$ cat src/hdl/ehp_pkg.sv
package ehp_pkg;

    // Frame size limit; the byte counter saturates here.
    localparam int MAX_FRAME = 65536;
    localparam int POS_W     = $clog2(MAX_FRAME + 1);

    localparam logic [POS_W-1:0] POS_MAX    = POS_W'(MAX_FRAME);
    localparam logic [POS_W-1:0] ETH_HDR    = POS_W'(14);
    localparam logic [POS_W-1:0] IP_MIN_HDR = POS_W'(20);
    localparam logic [POS_W-1:0] TCP_HDR    = POS_W'(20);
    localparam logic [POS_W-1:0] UDP_HDR    = POS_W'(8);
    localparam logic [POS_W-1:0] ICMP_HDR   = POS_W'(8);
    localparam logic [POS_W-1:0] L4_CAPTURE = POS_W'(20);

    // Fixed byte offsets of the Ethernet and IPv4 header fields in the frame
    localparam logic [POS_W-1:0] OFS_VIHL    = POS_W'(14);
    localparam logic [POS_W-1:0] OFS_LEN_HI  = POS_W'(16);
    localparam logic [POS_W-1:0] OFS_LEN_LO  = POS_W'(17);
    localparam logic [POS_W-1:0] OFS_TTL     = POS_W'(22);
    localparam logic [POS_W-1:0] OFS_PROTO   = POS_W'(23);
    localparam logic [POS_W-1:0] OFS_SIP     = POS_W'(26);
    localparam logic [POS_W-1:0] OFS_DIP     = POS_W'(30);
    localparam logic [POS_W-1:0] OFS_DIP_END = POS_W'(34);
    localparam logic [POS_W-1:0] OFS_SMAC    = POS_W'(6);
    localparam logic [POS_W-1:0] OFS_TYPE    = POS_W'(12);

    localparam logic [15:0] ETYPE_IPV4 = 16'h0800;
    localparam logic [15:0] ETYPE_ARP  = 16'h0806;
    localparam logic [15:0] ETYPE_IPV6 = 16'h86DD;
    localparam logic [3:0]  IP_VERSION = 4'd4;

    localparam logic [7:0] PROTO_ICMP = 8'd1;
    localparam logic [7:0] PROTO_TCP  = 8'd6;
    localparam logic [7:0] PROTO_UDP  = 8'd17;

    // Status codes
    localparam logic [3:0] ST_TCP       = 4'd0;
    localparam logic [3:0] ST_UDP       = 4'd1;
    localparam logic [3:0] ST_ICMP      = 4'd2;
    localparam logic [3:0] ST_IP_OTHER  = 4'd3;
    localparam logic [3:0] ST_IP_TRUNC  = 4'd4;
    localparam logic [3:0] ST_IP_BAD    = 4'd5;
    localparam logic [3:0] ST_TCP_TRUNC = 4'd6;
    localparam logic [3:0] ST_UDP_TRUNC = 4'd7;
    localparam logic [3:0] ST_ICMP_TRUNC = 4'd8;
    localparam logic [3:0] ST_IPV6      = 4'd9;
    localparam logic [3:0] ST_ARP       = 4'd10;
    localparam logic [3:0] ST_NON_IP    = 4'd11;

    // Raw captures of one finished frame, handed from front to back
    typedef struct packed {
        logic [POS_W-1:0] frame_length;
        logic [47:0]      dest_mac;
        logic [47:0]      source_mac;
        logic [15:0]      frame_type;
        logic [7:0]       vihl;
        logic [7:0]       ttl;
        logic [7:0]       protocol;
        logic [15:0]      ip_length;
        logic [31:0]      source_ip;
        logic [31:0]      dest_ip;
        logic [15:0]      l4_w0;
        logic [15:0]      l4_w1;
        logic [15:0]      l4_w2;
    } t_frame_rec;

    typedef struct packed {
        logic full;
        logic empty;
    } t_q_status;

    // Result fields, last field (status) in the lowest bits
    typedef struct packed {
        logic [15:0]      l4_third;
        logic [15:0]      l4_second;
        logic [15:0]      l4_first;
        logic [15:0]      ip_length;
        logic [7:0]       time_to_live;
        logic [31:0]      dest_ip;
        logic [31:0]      source_ip;
        logic [15:0]      frame_type;
        logic [47:0]      source_mac;
        logic [47:0]      dest_mac;
        logic [POS_W-1:0] frame_length;
        logic [3:0]       status;
    } t_result;

    localparam int RES_W  = $bits(t_result);
    localparam int TDATA_W = ((RES_W + 7) / 8) * 8;

endpackage

$ cat src/hdl/ehp_front.sv
module ehp_front
    import ehp_pkg::*;
(
    input  logic       i_clk,
    input  logic       i_rst_n,
    input  logic       i_fire,
    input  logic [7:0] i_data_byte,
    input  logic       i_last_byte,
    output logic       o_push,
    output t_frame_rec o_rec
);

    logic [POS_W-1:0] r_pos,   n_pos;
    logic [47:0]      r_dmac,  n_dmac;
    logic [47:0]      r_smac,  n_smac;
    logic [15:0]      r_type,  n_type;
    logic [7:0]       r_vihl,  n_vihl;
    logic [7:0]       r_ttl,   n_ttl;
    logic [7:0]       r_proto, n_proto;
    logic [15:0]      r_iplen, n_iplen;
    logic [31:0]      r_sip,   n_sip;
    logic [31:0]      r_dip,   n_dip;
    logic [15:0]      r_w0,    n_w0;
    logic [15:0]      r_w1,    n_w1;
    logic [15:0]      r_w2,    n_w2;

    logic             take;
    logic [POS_W-1:0] l4_start;
    logic [POS_W-1:0] rel;
    logic             in_l4;
    logic [7:0]       proto_now;

    assign take      = (r_pos < POS_MAX);
    assign l4_start  = ETH_HDR + POS_W'({r_vihl[3:0], 2'b00});
    assign rel       = r_pos - l4_start;
    assign in_l4     = (r_pos > OFS_VIHL) && (r_pos >= l4_start) && (rel < L4_CAPTURE);
    // protocol byte counts as seen in the same cycle it arrives
    assign proto_now = (r_pos == OFS_PROTO) ? i_data_byte : r_proto;

    always_comb begin
        n_pos   = r_pos;
        n_dmac  = r_dmac;
        n_smac  = r_smac;
        n_type  = r_type;
        n_vihl  = r_vihl;
        n_ttl   = r_ttl;
        n_proto = r_proto;
        n_iplen = r_iplen;
        n_sip   = r_sip;
        n_dip   = r_dip;
        n_w0    = r_w0;
        n_w1    = r_w1;
        n_w2    = r_w2;
        if (take) begin
            n_pos = r_pos + POS_W'(1);
            if (r_pos < OFS_SMAC) begin
                n_dmac = {r_dmac[39:0], i_data_byte};
            end else if (r_pos < OFS_TYPE) begin
                n_smac = {r_smac[39:0], i_data_byte};
            end else if (r_pos < OFS_VIHL) begin
                n_type = {r_type[7:0], i_data_byte};
            end else if (r_pos == OFS_VIHL) begin
                n_vihl = i_data_byte;
            end else if (r_pos == OFS_LEN_HI || r_pos == OFS_LEN_LO) begin
                n_iplen = {r_iplen[7:0], i_data_byte};
            end else if (r_pos == OFS_TTL) begin
                n_ttl = i_data_byte;
            end else if (r_pos == OFS_PROTO) begin
                n_proto = i_data_byte;
            end else if (r_pos >= OFS_SIP && r_pos < OFS_DIP) begin
                n_sip = {r_sip[23:0], i_data_byte};
            end else if (r_pos >= OFS_DIP && r_pos < OFS_DIP_END) begin
                n_dip = {r_dip[23:0], i_data_byte};
            end
            if (in_l4) begin
                if (rel < POS_W'(2)) begin
                    n_w0 = {r_w0[7:0], i_data_byte};
                end else if (rel < POS_W'(4)) begin
                    n_w1 = {r_w1[7:0], i_data_byte};
                end else if (proto_now == PROTO_TCP) begin
                    if (rel == POS_W'(13)) begin
                        n_w2 = {10'd0, i_data_byte[5:0]};
                    end
                end else if (rel < POS_W'(6)) begin
                    n_w2 = {r_w2[7:0], i_data_byte};
                end
            end
        end
    end

    // Hand the finished frame over; runts are dropped
    assign o_push = i_fire && i_last_byte && (n_pos >= ETH_HDR);

    assign o_rec.frame_length = n_pos;
    assign o_rec.dest_mac     = n_dmac;
    assign o_rec.source_mac   = n_smac;
    assign o_rec.frame_type   = n_type;
    assign o_rec.vihl         = n_vihl;
    assign o_rec.ttl          = n_ttl;
    assign o_rec.protocol     = n_proto;
    assign o_rec.ip_length    = n_iplen;
    assign o_rec.source_ip    = n_sip;
    assign o_rec.dest_ip      = n_dip;
    assign o_rec.l4_w0        = n_w0;
    assign o_rec.l4_w1        = n_w1;
    assign o_rec.l4_w2        = n_w2;

    always_ff @(posedge i_clk) begin
        if (!i_rst_n || (i_fire && i_last_byte)) begin
            r_pos   <= '0;
            r_dmac  <= '0;
            r_smac  <= '0;
            r_type  <= '0;
            r_vihl  <= '0;
            r_ttl   <= '0;
            r_proto <= '0;
            r_iplen <= '0;
            r_sip   <= '0;
            r_dip   <= '0;
            r_w0    <= '0;
            r_w1    <= '0;
            r_w2    <= '0;
        end else if (i_fire) begin
            r_pos   <= n_pos;
            r_dmac  <= n_dmac;
            r_smac  <= n_smac;
            r_type  <= n_type;
            r_vihl  <= n_vihl;
            r_ttl   <= n_ttl;
            r_proto <= n_proto;
            r_iplen <= n_iplen;
            r_sip   <= n_sip;
            r_dip   <= n_dip;
            r_w0    <= n_w0;
            r_w1    <= n_w1;
            r_w2    <= n_w2;
        end
    end

    a_pos_bounded: assert property (@(posedge i_clk) disable iff (!i_rst_n)
        r_pos <= POS_MAX)
        else $error("byte counter past frame limit");

    a_clear_after_last: assert property (@(posedge i_clk) disable iff (!i_rst_n)
        (i_fire && i_last_byte) |=> (r_pos == '0 && r_vihl == '0))
        else $error("capture state not cleared after last byte");

endmodule

$ cat src/hdl/ehp_queue.sv
module ehp_queue
    import ehp_pkg::*;
(
    input  logic       i_clk,
    input  logic       i_rst_n,
    input  logic       i_push,
    input  t_frame_rec i_rec,
    input  logic       i_pop,
    output t_frame_rec o_rec,
    output t_q_status  o_stat
);

    localparam int DEPTH = 2;

    t_frame_rec r_mem [DEPTH];
    logic       r_wr_ptr;
    logic       r_rd_ptr;
    logic [1:0] r_count;

    assign o_stat.full  = (r_count == 2'(DEPTH));
    assign o_stat.empty = (r_count == 2'd0);
    assign o_rec        = r_mem[r_rd_ptr];

    always_ff @(posedge i_clk) begin
        if (i_push) begin
            r_mem[r_wr_ptr] <= i_rec;
        end
    end

    always_ff @(posedge i_clk) begin
        if (!i_rst_n) begin
            r_wr_ptr <= 1'b0;
            r_rd_ptr <= 1'b0;
            r_count  <= 2'd0;
        end else begin
            if (i_push) begin
                r_wr_ptr <= ~r_wr_ptr;
            end
            if (i_pop) begin
                r_rd_ptr <= ~r_rd_ptr;
            end
            case ({i_push, i_pop})
                2'b10:   r_count <= r_count + 2'd1;
                2'b01:   r_count <= r_count - 2'd1;
                default: r_count <= r_count;
            endcase
        end
    end

    a_count_bounded: assert property (@(posedge i_clk) disable iff (!i_rst_n)
        r_count <= 2'(DEPTH))
        else $error("queue count out of range");

    a_no_overflow: assert property (@(posedge i_clk) disable iff (!i_rst_n)
        !(i_push && o_stat.full))
        else $error("push into full queue");

    a_no_underflow: assert property (@(posedge i_clk) disable iff (!i_rst_n)
        !(i_pop && o_stat.empty))
        else $error("pop from empty queue");

endmodule

$ cat src/hdl/ehp_back.sv
module ehp_back
    import ehp_pkg::*;
(
    input  logic       i_clk,
    input  logic       i_rst_n,
    input  t_frame_rec i_rec,
    input  t_q_status  i_stat,
    output logic       o_pop,
    output logic       o_valid,
    input  logic       i_ready,
    output t_result    o_res
);

    logic             r_valid;
    t_result          r_res;
    t_result          n_res;
    logic [3:0]       st;
    logic [POS_W-1:0] avail;
    logic [POS_W-1:0] hl;
    logic [POS_W-1:0] rem;
    logic             ip_ok;
    logic             l4_ok;

    assign avail = i_rec.frame_length - ETH_HDR;
    assign hl    = POS_W'({i_rec.vihl[3:0], 2'b00});
    assign rem   = avail - hl;

    always_comb begin
        if (i_rec.frame_type == ETYPE_IPV6) begin
            st = ST_IPV6;
        end else if (i_rec.frame_type == ETYPE_ARP) begin
            st = ST_ARP;
        end else if (i_rec.frame_type != ETYPE_IPV4) begin
            st = ST_NON_IP;
        end else if (avail < IP_MIN_HDR) begin
            st = ST_IP_TRUNC;
        end else if (i_rec.vihl[7:4] != IP_VERSION || hl < IP_MIN_HDR || avail < hl) begin
            st = ST_IP_BAD;
        end else if (i_rec.protocol == PROTO_TCP) begin
            st = (rem < TCP_HDR) ? ST_TCP_TRUNC : ST_TCP;
        end else if (i_rec.protocol == PROTO_UDP) begin
            st = (rem < UDP_HDR) ? ST_UDP_TRUNC : ST_UDP;
        end else if (i_rec.protocol == PROTO_ICMP) begin
            st = (rem < ICMP_HDR) ? ST_ICMP_TRUNC : ST_ICMP;
        end else begin
            st = ST_IP_OTHER;
        end
    end

    assign ip_ok = (st <= ST_IP_OTHER) || (st >= ST_TCP_TRUNC && st <= ST_ICMP_TRUNC);
    assign l4_ok = (st <= ST_ICMP);

    always_comb begin
        n_res.status       = st;
        n_res.frame_length = i_rec.frame_length;
        n_res.dest_mac     = i_rec.dest_mac;
        n_res.source_mac   = i_rec.source_mac;
        n_res.frame_type   = i_rec.frame_type;
        n_res.source_ip    = ip_ok ? i_rec.source_ip : '0;
        n_res.dest_ip      = ip_ok ? i_rec.dest_ip : '0;
        n_res.time_to_live = ip_ok ? i_rec.ttl : '0;
        n_res.ip_length    = ip_ok ? i_rec.ip_length : '0;
        n_res.l4_first     = '0;
        n_res.l4_second    = '0;
        n_res.l4_third     = '0;
        if (l4_ok) begin
            if (st == ST_ICMP) begin
                n_res.l4_first  = {8'd0, i_rec.l4_w0[15:8]};
                n_res.l4_second = {8'd0, i_rec.l4_w0[7:0]};
            end else begin
                n_res.l4_first  = i_rec.l4_w0;
                n_res.l4_second = i_rec.l4_w1;
                n_res.l4_third  = i_rec.l4_w2;
            end
        end
    end

    // Refill the output register when it is empty or being drained
    assign o_pop   = !i_stat.empty && (!r_valid || i_ready);
    assign o_valid = r_valid;
    assign o_res   = r_res;

    always_ff @(posedge i_clk) begin
        if (o_pop) begin
            r_res <= n_res;
        end
    end

    always_ff @(posedge i_clk) begin
        if (!i_rst_n) begin
            r_valid <= 1'b0;
        end else if (o_pop) begin
            r_valid <= 1'b1;
        end else if (i_ready) begin
            r_valid <= 1'b0;
        end
    end

    a_pop_loads: assert property (@(posedge i_clk) disable iff (!i_rst_n)
        o_pop |=> r_valid)
        else $error("popped frame not presented");

    a_status_range: assert property (@(posedge i_clk) disable iff (!i_rst_n)
        r_valid |-> (r_res.status <= ST_NON_IP))
        else $error("status code out of range");

endmodule

$ cat src/hdl/ethernet_ipv4_header_parser_unit.sv
// Ethernet / IPv4 / TCP / UDP / ICMP header parser, one byte per cycle.
// Throughput: one byte transfer every cycle; the front stalls only while the
// two-entry frame queue is full, i.e. with three finished frames held by a stalled receiver.
// Path: the transfer of the last byte writes the frame into the queue; the status is
// then decoded from the queue into the output register once that register is free.
// Reset: i_rst_n synchronous, active low; clears byte capture, queue and output valid.
module ethernet_ipv4_header_parser_unit
    import ehp_pkg::*;
(
    input  logic               i_clk,
    input  logic               i_rst_n,
    // slave side: one frame byte per transfer
    input  logic               i_s_axis_tvalid,
    output logic               o_s_axis_tready,
    input  logic [7:0]         i_s_axis_tdata,   // [7:0] data_byte
    input  logic               i_s_axis_tlast,   // last_byte
    // master side: one result per frame of 14 bytes or more
    output logic               o_m_axis_tvalid,
    input  logic               i_m_axis_tready,
    // tdata from bit 0 up: status(4), frame_length(17), dest_mac(48),
    // source_mac(48), frame_type(16), source_ip(32), dest_ip(32),
    // time_to_live(8), ip_length(16), l4_first(16), l4_second(16),
    // l4_third(16), zero fill
    output logic [TDATA_W-1:0] o_m_axis_tdata
);

    logic       fire;
    logic       push;
    logic       pop;
    t_frame_rec rec_in;
    t_frame_rec rec_out;
    t_q_status  q_stat;
    t_result    res;

    // Accept bytes whenever the queue can take a finished frame
    assign o_s_axis_tready = !q_stat.full;
    assign fire            = i_s_axis_tvalid && o_s_axis_tready;

    // Front: byte counting and field capture
    ehp_front u_front (
        .i_clk       (i_clk),
        .i_rst_n     (i_rst_n),
        .i_fire      (fire),
        .i_data_byte (i_s_axis_tdata),
        .i_last_byte (i_s_axis_tlast),
        .o_push      (push),
        .o_rec       (rec_in)
    );

    // Queue of finished frames between capture and decode
    ehp_queue u_queue (
        .i_clk   (i_clk),
        .i_rst_n (i_rst_n),
        .i_push  (push),
        .i_rec   (rec_in),
        .i_pop   (pop),
        .o_rec   (rec_out),
        .o_stat  (q_stat)
    );

    // Back: status decode, field masking, output register
    ehp_back u_back (
        .i_clk   (i_clk),
        .i_rst_n (i_rst_n),
        .i_rec   (rec_out),
        .i_stat  (q_stat),
        .o_pop   (pop),
        .o_valid (o_m_axis_tvalid),
        .i_ready (i_m_axis_tready),
        .o_res   (res)
    );

    // Pad the result to whole bytes
    assign o_m_axis_tdata = {{(TDATA_W - RES_W){1'b0}}, res};

endmodule

$ cat config.mk
export PLATFORM = sky130hd
export DESIGN_NAME = ethernet_ipv4_header_parser_unit
export DESIGN_NICKNAME = d
export VERILOG_FILES = /design/src/hdl/ehp_pkg.sv /design/src/hdl/ehp_front.sv /design/src/hdl/ehp_queue.sv /design/src/hdl/ehp_back.sv /design/src/hdl/ethernet_ipv4_header_parser_unit.sv
export SDC_FILE = /design/constraint.sdc
export NUM_CORES = 1
export LEC_CHECK = 0
export ABC_AREA = 1
export BUFFER_PORTS_ARGS = -buffer_cell sky130_fd_sc_hd__buf_2
export CAP_MARGIN = 10
export CORE_MARGIN = 3
export CORE_UTILIZATION = 34
export CTS_BUF_LIST = sky130_fd_sc_hd__clkbuf_8
export DETAILED_ROUTE_END_ITERATION = 6
export GPL_TIMING_DRIVEN = 0
export PLACE_DENSITY_LB_ADDON = 0.08
export SLEW_MARGIN = 0
export SYNTH_ARGS = -nofsm -noshare
export SYNTH_HDL_FRONTEND = slang
export SYNTH_SLANG_ARGS = --single-unit
$ cat constraint.sdc
create_clock -name i_clk -period 22.2 [get_ports i_clk]
set_input_delay 2.22 -clock i_clk [delete_from_list [all_inputs] [get_ports i_clk]]
set_output_delay 2.22 -clock i_clk [all_outputs]
set_load 0.02 [all_outputs]
==> results.tsv, run 1 <==
metric	value	unit
ys_top_cells_by_area	edfxtp_1 55%, dfxtp_1 13%, nand2_1 9.5%	
port_buffers	283	
ios	287	
powerDensity	133	mW/mm^2
die_w	372	um
slew-limit-headroom	19.7	%
cts.sinks	1118	
cp_slowest_cell	nor2_4	
die_h	372	um
firstDrtPassIters	6	
yosysTopAreaCell	edfxtp_1	
numCtsBuffers	192	
fp-row-count	133	
cts_setup_buffers	0	
place_ws	16500	ps
r2r_slack	17210	ps
path_buf_inv	5	
holdBufCountCts	0	
hpwl	92700	um
netlist-cell-type-count	51	
r2r_end	u_queue.r_mem[0][73]	
drive_above_1_share	14.0	%
skew	66.6	ps
fmax	201	MHz
critPathMaxStageDelay	630	ps
min-delay-start	u_queue.r_rd_ptr	
endpoint_kind	flip-flop	
cap_violations	0	
drc	0	
ys.flop_type	edfxtp_1	
crit_required	22790	ps
crit_arrival	5570	ps
grtUsageTotal	19.0	%
ant_nets	0	
report.final.setup_viol	0	
core	0.132	sq mm
gp_congestion	0.820	
netlist_instances	4431	
netlist_area	0.0455	sq mm
drv_slew	0	
wl_per_cell	19.3	um
ys_ff_latch	1118	
cts_max_path_buffers	3	
ys_seq_area_share	67.5	%
hp-class	reg2reg	
leakage	22.1	nW
cp_common_cell	nor2_1	
yosysWarnings	0	
cts_resized	0	
grt_max_degree	104	
place_inst	6500	
cts_root_buffer	clkbuf_8	
path_clk_slew	60	ps
async_reset_ff_share	0	%
r2r_start	u_front.r_pos[1]	
clk_latency	930	ps
fin_crit_sh	22.5	%
cp_max_fo	27	
start_util	34.4	%
grt_pass1_wl	196000	um
status	complete, no violations	
fin_ws	17210	ps
cts_tree	done	
grt_pass1_vias	30600	
cts_max_level	4	
rr_worst_depth	19	
final-hold-violation-count	0	
viasPerCell	4.69	
synth.avg_cell_area	10.3	sq um
antenna_found_initial	14	
vias	32200	
synth_enable_flop_cells	831	
nNetsFinal	4973	
critPathKind	reg2reg	
drt_iter0_drc	2365	
layout_min_cycle_time	4990	ps
fin_cells	6868	
cp_top_family	simple AND/OR/NAND/NOR gates	
ir_drop	0.0941	mV
yosysMostFrequentCell	nand2_1	
start_kind	flip-flop	
syn_to_final_growth	17.3	%
path_cells	ha_1 -> nand2_1 -> nor2_1 -> nand2_1 -> nor2_1 -> nand4_1 -> nor2_1 -> nand2_1 -> xor2_1 -> nor2_1 -> nand3_1 -> nor2_1 -> a31oi_1 -> inv_1 -> nor2_4 -> buf_12 -> buf_12 -> buf_12 -> buf_12	
rsz0062_at_grt	false	
netlist.area_leader.share	54.9	%
path_depth	19	
die_area	0.138	sq mm
worstHoldPathCells	1	
worst_slew_pin_slew	1200	ps
wl	133000	um
grt-ovfl-total	0	
synth_common_cells	1148 x nand2_1, 831 x edfxtp_1, 501 x o21ai_0	
[logic make-up (layout without fill, tap and decap cells)]
| group | count (synthesis) | in the layout | share of synthesized area [%] |
|---|---|---|---|
| buffers and inverters | 743 | 1417 | 6.42 |
| flip-flops | 1118 | 1118 | 67.5 |
| other | 1 | 9 | 0.00825 |
| multiplexers | 8 | 8 | 0.176 |
| AND/OR/NAND/NOR | 1670 | 1670 | 15.0 |
| AO/OA/AOI/OAI | 844 | 844 | 9.81 |
| adder cells (fa/ha/maj) | 21 | 21 | 0.611 |
| XOR/XNOR | 26 | 26 | 0.501 |
[placed cells by master (no fill, tap or decap), types with 21 or more instances in the layout]
cell	instances
nand2_1	1148
a21oi_1	244
a31oi_1	28
xor2_1	22
or2_2	21
buf_2	300
nor2_1	290
nand3_1	122
dfxtp_1	287
edfxtp_1	831
a21oi_2	40
clkinv_2	23
clkinv_1	45
o21ai_0	501
inv_1	569
clkbuf_1	184
clkbuf_8	204
[routing by layer]
metal,global-route usage [%],vias up,routed length [um]
li1,-,15800,-
met1,26.7,15400,62600
met2,30.0,771,61000
met3,3.88,188,6730
met4,4.91,0,2360
met5,0,-,0
[per-stage QoR]
step           area, sq um  utilization (%)  total power [mW]  hold slack [ps]  setup TNS, ps
5_1_grt              53300             40.4              7.54              497              0
3_5_place_dp         49700             37.6              5.39              447              0
6_report             53400             40.4              7.07              449              0
3_3_place_gp         49100             37.2              5.16              435       -1413930
2_1_floorplan        45500                -              4.63              425              0
4_1_cts              53300             40.4              7.19              458              0
[how the worst max path moves through the flow]
stage / from / to
6_report: u_front.r_pos[1] / u_queue.r_mem[0][73]
5_1_grt: u_front.r_pos[1] / u_queue.r_mem[0][90]
4_1_cts: u_front.r_pos[1] / u_queue.r_mem[0][66]
3_5_place_dp: i_s_axis_tvalid / u_queue.r_mem[0][66]
3_3_place_gp: i_m_axis_tready / u_queue.r_count[1]
2_1_floorplan: i_m_axis_tready / u_queue.r_count[1]
[power breakdown]
part | switching [mW] | leakage [nW] | internal, mW
Combinational | 1.70 | 9.80 | 0.594
Clock | 0.874 | 2.13 | 0.883
Sequential | 0.147 | 10.2 | 2.87
Total | 2.72 | 22.1 | 4.35
[cell type report]
cell class / instances / area, sq um
Buffer: 232 / 1000
Antenna cell: 6 / 15.0
Tap cell: 1755 / 2200
Multi-Input combinational cell: 2572 / 11900
Clock buffer: 204 / 2810
Fill cell: 13200 / 78800
Sequential cell: 1118 / 30700
Timing Repair Buffer: 312 / 2020
Clock inverter: 158 / 812
Inverter: 511 / 1930
[registers in the layout (all words and copies together) (netlist names), named ones only]
signal            count
u_front.r_w2         16
u_front.r_proto       8
u_front.r_pos        17
u_back.o_res        269
u_front.r_w1         16
u_front.r_ttl         8
u_front.r_w0         16
u_queue.r_wr_ptr      1
u_front.r_dip        32
u_back.o_valid        1
u_front.r_smac       48
u_front.r_vihl        8
u_queue.r_count       2
u_queue.r_mem       562
u_front.r_sip        32
u_front.r_iplen      16
u_queue.r_rd_ptr      1
u_front.r_type       16
u_front.r_dmac       48
No activity file was read; power rests on OpenSTA's default activity.
==> run 2, diff against run 1 <==
Clock period 22.2 ns to 4.12 ns, I/O delays scaled along.
==> results.tsv, run 2 (synthesis gave the netlist of run 1 again) <==
metric	value	unit
status	complete, no violations	
layout_min_cycle_time	4010	ps
path_clk_slew	60	ps
r2r_slack	110	ps
place_ws	-960	ps
rsz0062_at_grt	true	
cp_max_fo	10	
max_flop_register	u_queue.r_mem	
cts_tree	done	
powerDensity	717	mW/mm^2
largest_reg_flops	562	
fin_cells	6901	
skew	46.8	ps
nNetsFinal	5008	
cp_top_family	simple AND/OR/NAND/NOR gates	
cap_violations	0	
vias	32300	
path_buf_inv	6	
grtUsageTotal	19.2	%
ir_drop	0.560	mV
slew-limit-headroom	17.8	%
cts_root_buffer	clkbuf_8	
cts_max_path_buffers	3	
hp-class	in2reg	
regArea	0.0307	sq mm
drive_above_1_share	15.8	%
clk_latency	910	ps
worst_slew_pin_slew	1230	ps
cp_common_cell	nand2_1	
ios	287	
p_sw	14.8	mW
gp_congestion	0.835	
p_int	24.0	mW
multiInputGateArea	0.0122	sq mm
grt_pass1_vias	30900	
drt_iter0_drc	2396	
wl	134000	um
critPathMaxStageDelay	680	ps
final-hold-violation-count	0	
place_inst	6506	
report.final.setup_viol	0	
core	0.132	sq mm
layout_common_cells	1139 x nand2_1, 831 x edfxtp_1, 558 x inv_1	
ant_nets	0	
cp_slowest_cell	nor3b_1	
numCtsBuffers	193	
wl_per_cell	19.3	um
start_kind	flip-flop	
final_common_cell	nand2_1	
cts_max_level	4	
die_h	372	um
hpwl	93200	um
fp-row-count	133	
fmax	249	MHz
sw_frac_of_total	38.2	%
firstDrtPassIters	6	
num-fill-cells	13100	
syn_to_final_growth	19.3	%
antenna_found_initial	13	
drv_slew	0	
grt_pass1_wl	197000	um
crit_arrival	4730	ps
grt_max_degree	37	
fin_crit_sh	97.4	%
combPwrFrac	32.7	%
port_buffers	283	
cts.sinks	1118	
leakage	22.4	nW
viasPerCell	4.69	
sequentialPowerShare	41.9	%
drc	0	
clkPwrFrac	25.4	%
fin_ws	107	ps
endpoint_kind	flip-flop	
start_util	34.4	%
die_area	0.138	sq mm
critPathKind	reg2reg	
path_cells	inv_2 -> clkbuf_2 -> clkbuf_4 -> nand2_1 -> nand2_1 -> nand2_1 -> nor3b_1 -> nand3_1 -> nor2_1 -> nor2_1 -> nor2_4 -> nand2_1 -> nand3_4 -> o21ai_4 -> buf_12 -> buf_12 -> buf_12 -> a21oi_4	
die_w	372	um
grt-ovfl-total	0	
crit_required	4840	ps
## run 2: cell count changes in the layout (fill, tap and decap cells not counted), sizes merged, moves of 3 or more
cell         delta
dlygate4sd3    +11
clkinvlp        +7
buf            +22
bufinv          +6
inv            -12
clkbuf          +3
## run 2: final timing paths
kind	from	end	depth (start not counted)
worst max-delay path	flip-flop	u_back.o_res[216]	18
worst max register to register	flip-flop	u_back.o_res[216]	18
worst min register to register	u_queue.r_rd_ptr	flip-flop	1
worst min-delay path	i_m_axis_tready	u_back.o_res[35]	3
## run 2: cell type report
class,count,area share (%)
Sequential cell,1118,56.6
Multi-Input combinational cell,2572,22.4
Clock buffer,207,5.25
Timing Repair Buffer,345,4.40
Tap cell,1755,4.05
Inverter,511,3.55
Buffer,232,1.97
Clock inverter,156,1.73
Antenna cell,4,0.0184
Timing Repair inverter,1,0.00922
## run 2: power by group through the flow
| stage | Combinational, mW | Clock [mW] | Sequential [mW] |
|---|---|---|---|
| 2_1_floorplan | 5.33 | 0 | 18.0 |
| 3_3_place_gp | 9.02 | 0 | 16.0 |
| 3_5_place_dp | 12.6 | 0 | 16.5 |
| 4_1_cts | 12.8 | 10.2 | 16.3 |
| 5_1_grt | 14.1 | 10.8 | 16.5 |
| 6_report | 12.7 | 9.89 | 16.3 |
## run 2: routing by layer
layer	track usage (%)	routed length, um
met5	0	0
met4	5.97	2970
met3	4.24	7180
met2	29.5	60800
met1	27.1	62600
## run 2: metrics by stage
stage / hold slack, ps / TNS (ps) / instance area, sq um / power [mW] / util, %
floorplan: 425 / -1639000 / 45600 / 23.3 / -
global placement: 436 / -4538290 / 49200 / 25.0 / 37.2
detailed placement: 439 / -102950 / 49900 / 29.1 / 37.8
CTS: 120 / 0 / 54000 / 39.4 / 40.8
global route: 170 / -185 / 54200 / 41.4 / 41.1
finish: 222 / 0 / 54300 / 38.9 / 41.1
## run 2: worst register-to-register path, cell delays in order (launching register included)
cell      delay (ps)
dfxtp_2          340
inv_2             80
clkbuf_2         280
clkbuf_4         320
nand2_1           80
nand2_1          100
nand2_1           60
nor3b_1          680
nand3_1          420
nor2_1           210
nor2_1            80
nor2_4           130
nand2_1          100
nand3_4          120
o21ai_4           80
buf_12           160
buf_12           210
buf_12           160
a21oi_4          250
## run 2: repair_timing
| action | CTS | global route |
|---|---|---|
| setup endpoints to repair | 325 | 442 |
| setup buffers | 5 | 11 |
| resized for setup | 36 | 53 |
| hold buffers | 11 | 0 |
| gates cloned | 1 | 0 |
| pin swaps | 7 | 7 |
| hold endpoints to repair | 42 | 0 |
==> run 3, diff against run 2 <==
Settings changed: ABC_AREA 1 to 0.
==> results.tsv, run 3 <==
metric	value	unit
gp_congestion	0.791	
worstHoldPathCells	3	
critPathKind	reg2reg	
report.final.setup_viol	48	
sequentialPowerShare	50.0	%
rr_worst_depth	22	
hold-path-endpoint	u_back.o_res[20]	
die_area	0.134	sq mm
sw_frac_of_total	27.9	%
ios	287	
clk_latency	890	ps
hpwl	81500	um
fp-row-count	131	
status	finished with violations	
gr-usage-met3	3.49	%
drv_slew	0	
setup_tns	-4520	ps
synth_enable_flop_cells	831	
cap_violations	0	
die_h	366	um
fin_ws	-126	ps
async_reset_ff_share	0	%
hp-class	in2reg	
rsz0062_at_grt	true	
ys_top_cells_by_area	edfxtp_1 57%, dfxtp_1 13%, mux2_2 9.6%	
vias	26600	
grt_pass1_vias	26800	
largest_reg_flops	562	
drive_above_1_share	30.0	%
nNetsFinal	3725	
combPwrFrac	14.2	%
numCtsBuffers	191	
drc	0	
grt_max_degree	35	
p_int	18.9	mW
violations	setup timing	
place_inst	5181	
antenna_found_initial	13	
final_common_cell	edfxtp_1	
firstDrtPassIters	5	
layout_min_cycle_time	4250	ps
cts.sinks	1118	
crit_arrival	4850	ps
ys_ff_latch	1118	
die_w	366	um
r2r_slack	-130	ps
fmax	236	MHz
grt-ovfl-total	0	
synth.avg_cell_area	14.1	sq um
num-fill-cells	12100	
slew-limit-headroom	16.4	%
multiInputGateArea	0.0133	sq mm
regArea	0.0307	sq mm
grtUsageTotal	17.8	%
powerDensity	489	mW/mm^2
use_met1	25.1	%
netlist_instances	3134	
grt.busiest_layer	met2	
ir_drop	0.333	mV
ys.flop_type	edfxtp_1	
place_ws	-1720	ps
viasPerCell	4.76	
netlist.area_leader.share	56.6	%
cts_max_path_buffers	3	
cp_max_fo	5	
min-delay-start	i_m_axis_tready	
yosysMostFrequentCell	edfxtp_1	
cts_root_buffer	clkbuf_8	
grt_pass1_wl	178000	um
syn_to_final_growth	21.5	%
r2r_end	u_back.o_res[243]	
core	0.128	sq mm
p_sw	7.30	mW
leakage	19.1	nW
synth_common_cells	831 x edfxtp_1, 449 x nor2_1, 376 x mux2_2	
netlist-cell-type-count	76	
cts_tree	done	
max_flop_register	u_queue.r_mem	
worst_slew_pin_slew	1240	ps
clkPwrFrac	35.8	%
layout_common_cells	831 x edfxtp_1, 406 x nor2_1, 374 x mux2_2	
final-hold-violation-count	0	
power.total	26.2	mW
start_kind	flip-flop	
drt_iter0_drc	1704	
ys_seq_area_share	69.7	%
netlist_area	0.0441	sq mm
endpoint_kind	flip-flop	
grt_use_met2	27.9	%
cts_max_level	4	
port_buffers	283	
fin_crit_sh	103	%
yosysTopAreaCell	edfxtp_1	
skew	44.5	ps
crit_required	4720	ps
ant_nets	0	
fin_cells	5593	
wl	121000	um
yosysWarnings	0	
path_clk_slew	60	ps
start_util	34.4	%
wl_per_cell	21.5	um
run 3: power groups by stage:
stage / sequential, mW / combinational (mW) / clock [mW]
final: 13.1 / 3.71 / 9.37
after global routing: 13.1 / 4.00 / 10.3
after CTS: 13.1 / 3.78 / 9.77
after detailed placement: 13.3 / 3.64 / 0
after global placement: 14.2 / 6.33 / 0
after floorplan: 13.9 / 1.66 / 0
run 3: what timing repair did:
item / in CTS / in global routing
gates cloned: 4 / 2
hold buffers: 3 / 0
resized for setup: 128 / 50
buffers inserted: 36 / 11
pin swaps: 20 / 21
setup endpoints to repair: 303 / 313
endpoints found under the hold margin: 6 / 0
run 3: cell families after synthesis:
logic type	Yosys count	share of synthesized area, %
mux	561	13.8
simple gates	961	9.67
xor+xnor	59	1.19
compound gates	209	3.08
flops	1118	69.7
buf+inv	205	1.95
fa+ha+maj	20	0.602
other cells	1	0.00851
run 3: area by class of cell:
cell class	instances	share of cell area [%]
Clock inverter	158	1.50
Antenna cell	5	0.0234
Inverter	21	0.152
Multi-Input combinational cell	1813	24.8
Clock buffer	202	5.19
Tap cell	1729	4.04
Timing Repair Buffer	371	5.17
Buffer	176	1.82
Sequential cell	1118	57.3
run 3: per-layer routing:
metal / vias to the layer above / share of wire, % / routed length, um
met2: 604 / 46 / 55300
li1: 12600 / - / -
met3: 154 / 4.8 / 5850
met4: 0 / 1.8 / 2140
met1: 13200 / 47 / 57200
met5: - / 0 / 0
run 3: worst max path at each step:
stage	to	slack, ps	depth (start not counted)
after detailed placement	u_back.o_res[211]	-1720	21
final	u_back.o_res[243]	-130	22
after global placement	u_queue.r_mem[0][243]	-6060	10
after CTS	u_back.o_res[251]	-290	23
after floorplan	u_queue.r_mem[0][0]	-2300	10
after global routing	u_back.o_res[243]	-280	22
run 3: metrics by stage:
stage	util [%]	hold slack, ps	instance area (sq um)
after floorplan	-	434	44400
final	41.8	181	53600
after global placement	37.4	439	48000
after global routing	41.8	116	53500
after CTS	41.5	41.7	53200
after detailed placement	38.0	447	48700
run 3: critical path: stages (launching register included):
cell       delay (ps)
dfxtp_4           360
buf_12            130
buf_16            130
buf_12            120
buf_12            120
clkbuf_16         160
mux2_4            320
ha_4              280
inv_4              40
ha_4              150
fa_2              360
nor2b_1           130
o21ai_1            80
nand2b_1          130
nor2b_4           160
and3_1            150
o2111a_2          310
a31oi_4           110
o211ai_2          220
buf_12            160
buf_8             120
clkbuf_16         150
o32ai_4            70
